## config.mk

```make
export PLATFORM = sky130hd
export DESIGN_NAME = rkq_ctrl
export DESIGN_NICKNAME = d
export VERILOG_FILES = /design/src/rtl/rkq_pkg.sv /design/src/rtl/rkq_ctrl.sv
export SDC_FILE = /design/constraint.sdc
export NUM_CORES = 1
export LEC_CHECK = 0
export BUFFER_PORTS_ARGS = -buffer_cell sky130_fd_sc_hd__buf_4
export CAP_MARGIN = 10
export CORE_AREA = 2 2 39 41
export DETAILED_ROUTE_END_ITERATION = 12
export DIE_AREA = 0 0 41 43
export GPL_ROUTABILITY_DRIVEN = 1
export PLACE_DENSITY = 0.84
export SLEW_MARGIN = 5
export SYNTH_ARGS = -nofsm -noshare
export SYNTH_HDL_FRONTEND = slang
export SYNTH_SLANG_ARGS = --single-unit
```

## constraint.sdc

```tcl
create_clock -name clk -period 2.1 [get_ports clk]
set_input_delay 0.105 -clock clk [delete_from_list [all_inputs] [get_ports clk]]
set_output_delay 0.105 -clock clk [all_outputs]
set_load 0.02 [all_outputs]
```

## src/rtl/rkq_pkg.sv

```systemverilog
// ----------------------------------------------------------------------------
// rkq_pkg
// shared types, constants and key helpers of the record quicksort core
// ----------------------------------------------------------------------------
package rkq_pkg;

  localparam int DEFAULT_DEPTH = 64;
  localparam int ID_W    = 12;
  localparam int PRICE_W = 31;
  localparam int CNT8_W  = 8;
  localparam int REC_W   = ID_W + PRICE_W + 3 * CNT8_W;
  localparam int KEY_W   = PRICE_W;

  // key column codes
  localparam logic [1:0] COL_PRICE   = 2'd0;
  localparam logic [1:0] COL_ROOMS   = 2'd1;
  localparam logic [1:0] COL_BATHS   = 2'd2;
  localparam logic [1:0] COL_PARKING = 2'd3;

  // configuration register indexes
  localparam logic [1:0] REG_SORT_COLUMN = 2'd0;
  localparam logic [1:0] REG_DESCENDING  = 2'd1;

  // packed record: id | price | parking | baths | rooms
  typedef struct packed {
    logic [ID_W-1:0]    id;
    logic [PRICE_W-1:0] price;
    logic [CNT8_W-1:0]  parking;
    logic [CNT8_W-1:0]  baths;
    logic [CNT8_W-1:0]  rooms;
  } rec_t;

  typedef enum logic [4:0] {
    S_IDLE, S_PUSH_INIT, S_POP, S_POP_WAIT, S_PIV_RD, S_PIV_WAIT,
    S_SCAN_RD, S_SCAN_CMP, S_SWAP_A, S_SWAP_B, S_FIN_RD, S_FIN_A,
    S_FIN_B, S_PUSH_R, S_PUSH_L, S_EMIT, S_DONE
  } state_t;

  typedef struct packed {
    logic load;
    logic push_init;
    logic pop;
    logic pop_latch;
    logic piv_rd;
    logic piv_latch;
    logic scan_rd;
    logic scan_latch;
    logic advance;
    logic place_inc;
    logic swap_rd;
    logic wr_place_scan;
    logic wr_scan_rdata;
    logic fin_rd;
    logic wr_place_pivot;
    logic wr_hi_rdata;
    logic push_r;
    logic push_l;
    logic emit_rd;
    logic done;
  } cmd_t;

  typedef struct packed {
    logic need_sort;
    logic top_zero;
    logic range_empty;
    logic scan_at_hi;
    logic goes_first;
    logic place_eq_scan;
    logic emit_last;
  } stat_t;

  function automatic logic [KEY_W-1:0] key_of(rec_t r, logic [1:0] col);
    logic [KEY_W-1:0] k;
    k = '0;
    case (col)
      COL_PRICE:   k = r.price;
      COL_ROOMS:   k = {{(KEY_W-CNT8_W){1'b0}}, r.rooms};
      COL_BATHS:   k = {{(KEY_W-CNT8_W){1'b0}}, r.baths};
      default:     k = {{(KEY_W-CNT8_W){1'b0}}, r.parking};
    endcase
    return k;
  endfunction

endpackage

```

## src/rtl/rkq_ctrl.sv

```systemverilog
// ----------------------------------------------------------------------------
// rkq_ctrl
// sequencer for load, stack driven partition passes and emission
// ----------------------------------------------------------------------------
module rkq_ctrl
  import rkq_pkg::*;
(
  input  logic  clk,
  input  logic  rst_n,
  input  logic  start,
  input  logic  in_last,
  input  stat_t st,
  output cmd_t  cmd,
  output logic  busy
);

  state_t state_r, state_nxt;
  logic   accept;

  assign accept = start & (state_r == S_IDLE);
  assign busy   = (state_r != S_IDLE);

  always_ff @(posedge clk) begin
    if (!rst_n) begin
      state_r <= S_IDLE;
    end else begin
      state_r <= state_nxt;
    end
  end

  always_comb begin
    state_nxt = state_r;
    unique case (state_r)
      S_IDLE: begin
        if (accept && in_last) begin
          state_nxt = st.need_sort ? S_PUSH_INIT : S_EMIT;
        end
      end
      S_PUSH_INIT: state_nxt = S_POP;
      S_POP:       state_nxt = st.top_zero ? S_EMIT : S_POP_WAIT;
      S_POP_WAIT:  state_nxt = st.range_empty ? S_POP : S_PIV_RD;
      S_PIV_RD:    state_nxt = S_PIV_WAIT;
      S_PIV_WAIT:  state_nxt = S_SCAN_RD;
      S_SCAN_RD:   state_nxt = st.scan_at_hi ? S_FIN_RD : S_SCAN_CMP;
      S_SCAN_CMP: begin
        if (st.goes_first && !st.place_eq_scan) begin
          state_nxt = S_SWAP_A;
        end else begin
          state_nxt = S_SCAN_RD;
        end
      end
      S_SWAP_A:    state_nxt = S_SWAP_B;
      S_SWAP_B:    state_nxt = S_SCAN_RD;
      S_FIN_RD:    state_nxt = S_FIN_A;
      S_FIN_A:     state_nxt = S_FIN_B;
      S_FIN_B:     state_nxt = S_PUSH_R;
      S_PUSH_R:    state_nxt = S_PUSH_L;
      S_PUSH_L:    state_nxt = S_POP;
      S_EMIT:      state_nxt = st.emit_last ? S_DONE : S_EMIT;
      S_DONE:      state_nxt = S_IDLE;
      default:     state_nxt = S_IDLE;
    endcase
  end

  always_comb begin
    cmd = '0;
    unique case (state_r)
      S_IDLE:      cmd.load = accept;
      S_PUSH_INIT: cmd.push_init = 1'b1;
      S_POP:       cmd.pop = ~st.top_zero;
      S_POP_WAIT:  cmd.pop_latch = 1'b1;
      S_PIV_RD:    cmd.piv_rd = 1'b1;
      S_PIV_WAIT:  cmd.piv_latch = 1'b1;
      S_SCAN_RD:   cmd.scan_rd = ~st.scan_at_hi;
      S_SCAN_CMP: begin
        cmd.scan_latch = 1'b1;
        if (st.goes_first && !st.place_eq_scan) begin
          cmd.swap_rd = 1'b1;
        end else begin
          cmd.advance   = 1'b1;
          cmd.place_inc = st.goes_first;
        end
      end
      S_SWAP_A:    cmd.wr_place_scan = 1'b1;
      S_SWAP_B: begin
        cmd.wr_scan_rdata = 1'b1;
        cmd.advance       = 1'b1;
        cmd.place_inc     = 1'b1;
      end
      S_FIN_RD:    cmd.fin_rd = 1'b1;
      S_FIN_A:     cmd.wr_place_pivot = 1'b1;
      S_FIN_B:     cmd.wr_hi_rdata = 1'b1;
      S_PUSH_R:    cmd.push_r = 1'b1;
      S_PUSH_L:    cmd.push_l = 1'b1;
      S_EMIT:      cmd.emit_rd = 1'b1;
      S_DONE:      cmd.done = 1'b1;
      default:     cmd = '0;
    endcase
  end

`ifndef SYNTH
  a_load_idle: assert property (@(posedge clk) disable iff (!rst_n)
    cmd.load |-> !busy) else $error("load outside idle");
  a_done_after_emit: assert property (@(posedge clk) disable iff (!rst_n)
    cmd.done |-> $past(state_r == S_EMIT)) else $error("done without emit");
  a_swap_pair: assert property (@(posedge clk) disable iff (!rst_n)
    cmd.wr_place_scan |=> cmd.wr_scan_rdata) else $error("swap half done");
`endif

endmodule

```

=== Word level (Yosys, flattened, before mapping) ===
Cells that the tools add are included.

* ROM bits: 0
* Output and inout bits: 21
* Bits in writable memories: 0
* Logic and storage cells: 57
* Memories: 0
* Register bits after elaboration: 5
* Input bits: 11
* Latch bits: 0

* Reductions and logical operators: 7
* Shift-type cells: 0
* Bitwise operators: 3
* Equality and inequality tests: 17
* Divide/modulo/power cells: 0
* Add/sub/neg operators: 0
* Order comparisons: 0
* Multipliers: 0
* Mux-type cells: 29

{| class="wikitable"
|+ Operator list
! operator !! count
|-
| one-hot mux 5 bit (14 select lines) || 1
|-
| == test 5 x 4 -> 1 bit, second input constant || 8
|-
| == test 5 x 3 -> 1 bit, second input constant || 4
|-
| two-way mux 1 bit || 19
|-
| two-way mux 4 bit || 4
|-
| == test 5 x 2 -> 1 bit, second input constant || 2
|-
| two-way mux 5 bit || 2
|-
| == test 5 x 1 -> 1 bit, second input constant || 1
|-
| == test 5 bit, second input constant || 1
|-
| zero test 5 bit || 1
|-
| nonzero test 5 bit || 1
|-
| one-hot mux 2 bit (2 select lines) || 1
|-
| OR reduction 2 bit || 2
|-
| two-way mux 3 bit || 1
|-
| logical AND 1 bit || 2
|-
| two-way mux 2 bit || 1
|-
| inequality test 2 x 1 -> 1 bit, second input constant || 1
|-
| NOT 1 bit || 2
|-
| AND 1 bit || 1
|-
| zero test 1 bit || 1
|}

=== Logic depth before layout (Yosys ltp) ===
Gate-level depths: netlist of the first run.

* Depth after elaboration: 5
* Depth in mapped cells: 5

=== Worst setup path after synthesis of the first run ===
No wires, ideal clock.

* Kind: register -> register
* From: register state_r[3]
* To: register state_r[3]
* Required time: 2041 ps
* Buffers on the path: 0
* Arrival: 1657 ps
* Cell stages (with the launch flop): 5
* Setup time: 59 ps
* Path slack: 384 ps
* Path through: dfxtp_1 nand2b_1 nor3_1 and2_1 o31a_1

* Longest elaborated chain between the ends: 4
* Elaborated cells on any way between the ends: 22
* Those cells by class: eq/ne: 16; mux: 1; bitwise: 1; reduce/logical: 4

{| class="wikitable"
|+ Ends and longest elaborated chain
! element !! RTL line !! RTL
|-
| start: declaration || rkq_ctrl.sv:17 || <nowiki>state_t state_r, state_nxt;</nowiki>
|-
| start signal: assignment || rkq_ctrl.sv:27 || <nowiki>state_r <= state_nxt;</nowiki>
|-
| parallel branches: the longest is 4 deep, another holds one-hot mux 5 bit (14 select lines) || -- ||
|}

Parallel ways; which one is timed is not known.
A chain may end at the register's enable or synchronous reset.

==> results.py, run 1 <==
metrics = {
    "outcome": {
        "status": "finished clean",
    },
    "synthesis": {
        "ys_ff_latch": 5,
        "syn-num-nets": 88,
        "avgSynthCellArea_um2": 6.99,
        "synth_top_area_cell": "dfxtp_1",
        "synth_most_common_cell": "nor2_1",
        "yosysWarnings": 0,
        "synth.top_cells.by_count": "nor2_1, dfxtp_1, nand2_1, nand2b_1, nor3_1",
        "synth_top_area_share_pct": 18.6,
        "synthCells": 77,
        "synth_edf_count": 0,
        "synth.top_cells.by_area": "dfxtp_1, nor2_1, nand2b_1",
        "seq_area_frac_synth_pct": 18.6,
        "synthArstFlopShare_pct": 0,
        "synthFlopType": "dfxtp_1",
        "netlist_area_um2": 538,
        "synth_cell_types": 34,
    },
    "routing": {
        "wirelength_mm": 1.66,
        "dr.max_layer_used": "met4",
        "wl_met1_um": 678,
        "wl_per_cell_um": 13.5,
        "ant_nets": 0,
        "wl_met3_um": 146,
        "drc": 0,
        "first_iter_violations": 56,
        "firstDrtPassIters": 5,
        "vias": 714,
        "dr_wl_met2_um": 789,
        "viasPerCell": 5.80,
    },
    "floorplan": {
        "die_w_um": 41,
        "io_pins": 32,
        "dieArea_um2": 1760,
        "core_area_um2": 1380,
        "dieHeight_um": 43,
        "num_rows": 14,
        "initial_utilization_pct": 38.9,
    },
    "final_layout": {
        "nFillCells": 134,
        "layout.nets": 119,
        "regMostFlops": "state_r",
        "num_antenna_cells": 0,
        "ff_latch_area_um2": 100,
        "areaGrowthSynthToFinish_pct": 45.3,
        "largest_register_ffs": 5,
        "stdcell_count": 123,
        "stdcell_area_um2": 782,
        "drive_gt1_share_pct": 38.3,
        "reg_top3": "state_r (5)",
        "multi_input_area_um2": 390,
    },
    "min_path": {
        "whs_path_depth": 2,
        "min_path_type": "in2reg",
        "hold_path_end": "state_r[4]",
        "hold_start": "st[0]",
    },
    "placed_design": {
        "port_buffers": 31,
        "dp_hpwl_mm": 1.24,
        "gp_congestion": 0.803,
        "postPlaceCellArea_um2": 754,
        "place_inst": 119,
    },
    "clocking": {
        "cts_max_level": 1,
        "cts_sinks": 5,
        "cts_root_buffer": "clkbuf_4",
        "postCtsSetupBuffers": 0,
        "cts_buffer_depth": 2,
        "tritoncts": "yes",
        "post_cts_resized": 0,
        "clk_pin_slew_ps": 50,
        "cts_hold_buf": 0,
        "cts_buffers": 3,
        "clkLatencyLatePin_ps": 240,
    },
    "timing": {
        "holdWs_ps": 121,
        "min_period_over_period_pct": 92.6,
        "rsz0062_at_grt": "no",
        "fin_skew_ps": 2.09,
        "setup-violations-final": 0,
        "hold_viol_final": 0,
        "worst_slew_pin_slew_ps": 456,
        "max_slew_margin_pct": 69.5,
        "setup_tns_ps": 0,
        "finalCriticalPeriod_ps": 1950,
        "slew_viol_final": 0,
        "fmax_mhz": 514,
    },
    "power": {
        "powerDensity_nw_per_um2": 1120,
        "pwr-share-comb_pct": 63.3,
        "leakagePower_nw": 0.365,
        "seqPwrFrac_pct": 24.3,
        "peakVddDrop_mv": 0.552,
        "p_int_mw": 0.428,
        "p_total_mw": 0.879,
        "p_clk_share_pct": 12.4,
        "swShare_pct": 51.3,
        "net-switching-power_mw": 0.450,
    },
    "global_route": {
        "antenna_found_initial": 0,
        "grt_max_degree": 15,
        "grt_pass1_vias": 599,
        "grt_pass1_wl_mm": 2.59,
        "track_usage_pct": 20.7,
        "gr-total-overflow": 0,
    },
    "run": {
        "cap_violations": 0,
    },
    "worst_setup_path": {
        "critPathArrivalTime_ps": 1840,
        "start_kind": "flop",
        "path_class": "reg2out",
        "reg2reg_from": "state_r[2]",
        "end_kind": "output port",
        "crit_fanout": 12,
        "reg2reg_depth": 4,
        "r2r_end": "state_r[3]",
        "worstPathRequired_ps": 2000,
        "r2r_setup_slack_ps": 390,
    },
}
## worst max path at each step
stage / start / endpoint / slack (ps) / cells after the start
floorplan: state_r[3] / state_r[3] / 380 / 4
global placement: state_r[2] / state_r[1] / 440 / 4
detailed placement: state_r[1] / state_r[3] / 440 / 4
CTS: state_r[1] / cmd[9] / 180 / 4
global route: state_r[1] / cmd[11] / 30 / 5
finish: state_r[2] / cmd[9] / 150 / 4
## layout by cell type (no fill, tap or decap), types with 3 or more instances in the layout
cell type	instances
buf_4	31
nor2_1	15
nand2b_1	5
nand2_1	5
nor3_1	5
dfxtp_1	5
nor2b_1	3
and3_1	3
o31a_1	3
a21oi_1	3
clkbuf_4	3
## worst max-delay path, cell delays in order (launching register included)
cell and delay [ps]:
dfxtp_1 580, nand2_1 260, nor3_1 390, and2_1 220, buf_4 150
## per-stage QoR
stage | utilization [%] | setup WS [ps]
2_1_floorplan | - | 384
3_3_place_gp | 54.5 | 441
3_5_place_dp | 54.5 | 436
4_1_cts | 56.5 | 179
5_1_grt | 56.5 | 29.3
6_report | 56.5 | 155
## cell families (layout without fill, tap and decap cells)
logic type	after synthesis	count (layout)	synth area share, %
flip-flops	5	5	18.6
AND/OR/NAND/NOR	46	46	45.6
AO/OA/AOI/OAI	18	18	27.0
buffers and inverters	8	38	8.84
## final cells by class
class | count | area share, %
multi-input cells | 64 | 49.9
clock buffers | 3 | 2.88
repair buffers | 31 | 29.8
clock inverters | 1 | 0.640
flip-flops and latches | 5 | 12.8
inverters | 3 | 1.44
well taps | 16 | 2.56
## per-layer routing
metal,global-route usage [%],up-vias
met5,0,-
li1,-,341
met2,29.1,47
met4,9.33,0
met1,29.8,320
met3,3.14,6
## power by group through the flow
stage	combinational, mW	clock (mW)	sequential [mW]
5_1_grt	0.600	0.124	0.226
2_1_floorplan	0.456	0	0.145
4_1_cts	0.550	0.115	0.208
6_report	0.557	0.109	0.213
3_3_place_gp	0.541	0	0.208
3_5_place_dp	0.549	0	0.211
No activity file was read; power rests on OpenSTA's default activity.
==> run 2, diff against run 1 <==
- CORE_AREA: 2 2 39 41 -> 3 3 40 42
- DIE_AREA: 0 0 41 43 -> 0 0 43 45
- TNS_END_PERCENT: not set -> 5
==> run 2 against run 1 <==
Final area rose by 0.32%. Wire length about the same. First-iteration DRC count shrank 41%. Via count fell by 1.8%. Clock power is essentially flat. Largest power group unchanged. Highest routed layer is now met3.
==> results.py, run 2 (synthesis results as in run 1) <==
metrics = {
    "worst_setup_path": {
        "start_kind": "flop",
        "crit_fanout": 13,
        "crit_family": "simple AND/OR/NAND/NOR gates",
        "end_kind": "output port",
        "slowest_stage": "dfxtp_1",
        "worstPathRequired_ps": 2000,
        "cp_num_buf_inv": 1,
        "critPathArrivalTime_ps": 1700,
        "path_class": "reg2out",
        "crit_path_max_incr_delay_ps": 560,
        "path_cells": "nand2b_1 -> nor3_2 -> and2_1 -> buf_4",
    },
    "placed_design": {
        "postPlaceCellArea_um2": 753,
        "port_buffers": 31,
        "gp_congestion": 0.854,
        "dp_hpwl_mm": 1.29,
    },
    "routing": {
        "first_iter_violations": 33,
        "wl_per_cell_um": 13.6,
        "firstDrtPassIters": 4,
        "vias": 701,
        "wirelength_mm": 1.66,
        "viasPerCell": 5.75,
        "ant_nets": 0,
        "drc": 0,
    },
    "power": {
        "swShare_pct": 50.5,
        "peakVddDrop_mv": 0.553,
        "powerDensity_nw_per_um2": 1110,
        "p_clk_share_pct": 12.4,
        "net-switching-power_mw": 0.439,
        "seqPwrFrac_pct": 24.3,
        "leakagePower_nw": 0.364,
        "p_int_mw": 0.431,
        "pwr-share-comb_pct": 63.3,
    },
    "final_layout": {
        "reg_top3": "state_r (5)",
        "stdcell_area_um2": 785,
        "layout.nets": 119,
        "ff_latch_area_um2": 100,
        "final_common_cell": "buf_4",
        "regMostFlops": "state_r",
        "final_cell_mix": "buf_4, nor2_1, nand2b_1, nand2_1, dfxtp_1",
        "num_antenna_cells": 0,
        "drive_gt1_share_pct": 38.3,
        "multi_input_area_um2": 395,
        "areaGrowthSynthToFinish_pct": 45.8,
        "largest_register_ffs": 5,
        "nFillCells": 120,
    },
    "global_route": {
        "track_usage_pct": 16.8,
        "grt_pass1_vias": 613,
        "antenna_found_initial": 0,
        "gr-total-overflow": 0,
        "grt_pass1_wl_mm": 2.59,
        "grt_max_degree": 15,
    },
    "timing": {
        "finalCriticalPeriod_ps": 1810,
        "setup_tns_ps": 0,
        "hold_viol_final": 0,
        "fmax_mhz": 553,
        "worst_slew_pin_slew_ps": 489,
        "rsz0062_at_grt": "no",
        "max_slew_margin_pct": 67.4,
        "fin_skew_ps": 1.34,
        "min_period_over_period_pct": 86.1,
        "slew_viol_final": 0,
        "setup-violations-final": 0,
    },
    "floorplan": {
        "initial_utilization_pct": 41.9,
        "io_pins": 32,
        "dieHeight_um": 45,
        "num_rows": 13,
        "die_w_um": 43,
        "core_area_um2": 1280,
        "dieArea_um2": 1940,
    },
    "clocking": {
        "cts_sinks": 5,
        "post_cts_resized": 0,
        "cts_root_buffer": "clkbuf_4",
        "cts_max_level": 1,
        "cts_buffers": 3,
        "cts_buffer_depth": 2,
        "postCtsSetupBuffers": 0,
        "clk_pin_slew_ps": 40,
        "cts_hold_buf": 0,
        "clkLatencyLatePin_ps": 230,
        "tritoncts": "yes",
    },
    "run": {
        "cap_violations": 0,
    },
    "outcome": {
        "status": "finished clean",
    },
    "min_path": {
        "min_path_type": "in2reg",
    },
}
==> run 2: metal layers <==
layer  vias to the layer above  track usage (%)  wire length [um]
met5                         -                0                 0
met2                        32             30.8               823
met3                         0             3.19               140
met4                         0             1.81                 0
li1                        343                -                 -
met1                       326             21.2               697
==> run 2: through the flow <==
step	worst slack (ps)	utilization, %	instances	total power, mW	hold slack, ps
4_1_cts	158	60.7	122	0.865	118
5_1_grt	125	61.1	122	0.939	125
6_report	292	61.1	122	0.870	126
3_5_place_dp	435	58.6	118	0.752	360
2_1_floorplan	384	-	77	0.601	251
3_3_place_gp	430	58.6	118	0.745	363
==> run 2: layout make-up <==
class                           instances  share of cell area (%)
Timing Repair Buffer                   31                    29.7
Clock buffer                            4                    3.35
Multi-Input combinational cell         64                    50.4
Sequential cell                         5                    12.8
Inverter                                3                    1.44
Tap cell                               15                    2.39
==> run 2: final timing paths <==
check                to  slack, ps  depth (start not counted)  startpoint
max reg2reg  state_r[2]        440                          4  state_r[2]
min          state_r[4]        130                          2       st[0]
max              cmd[9]        290                          4  state_r[0]
min reg2reg  state_r[0]        750                          2  state_r[0]
==> run 2: power groups by stage <==
stage	registers [mW]	clock network, mW	logic, mW
final	0.212	0.108	0.551
after CTS	0.208	0.112	0.545
after global routing	0.220	0.117	0.602
after floorplan	0.145	0	0.456
after global placement	0.209	0	0.536
after detailed placement	0.210	0	0.542
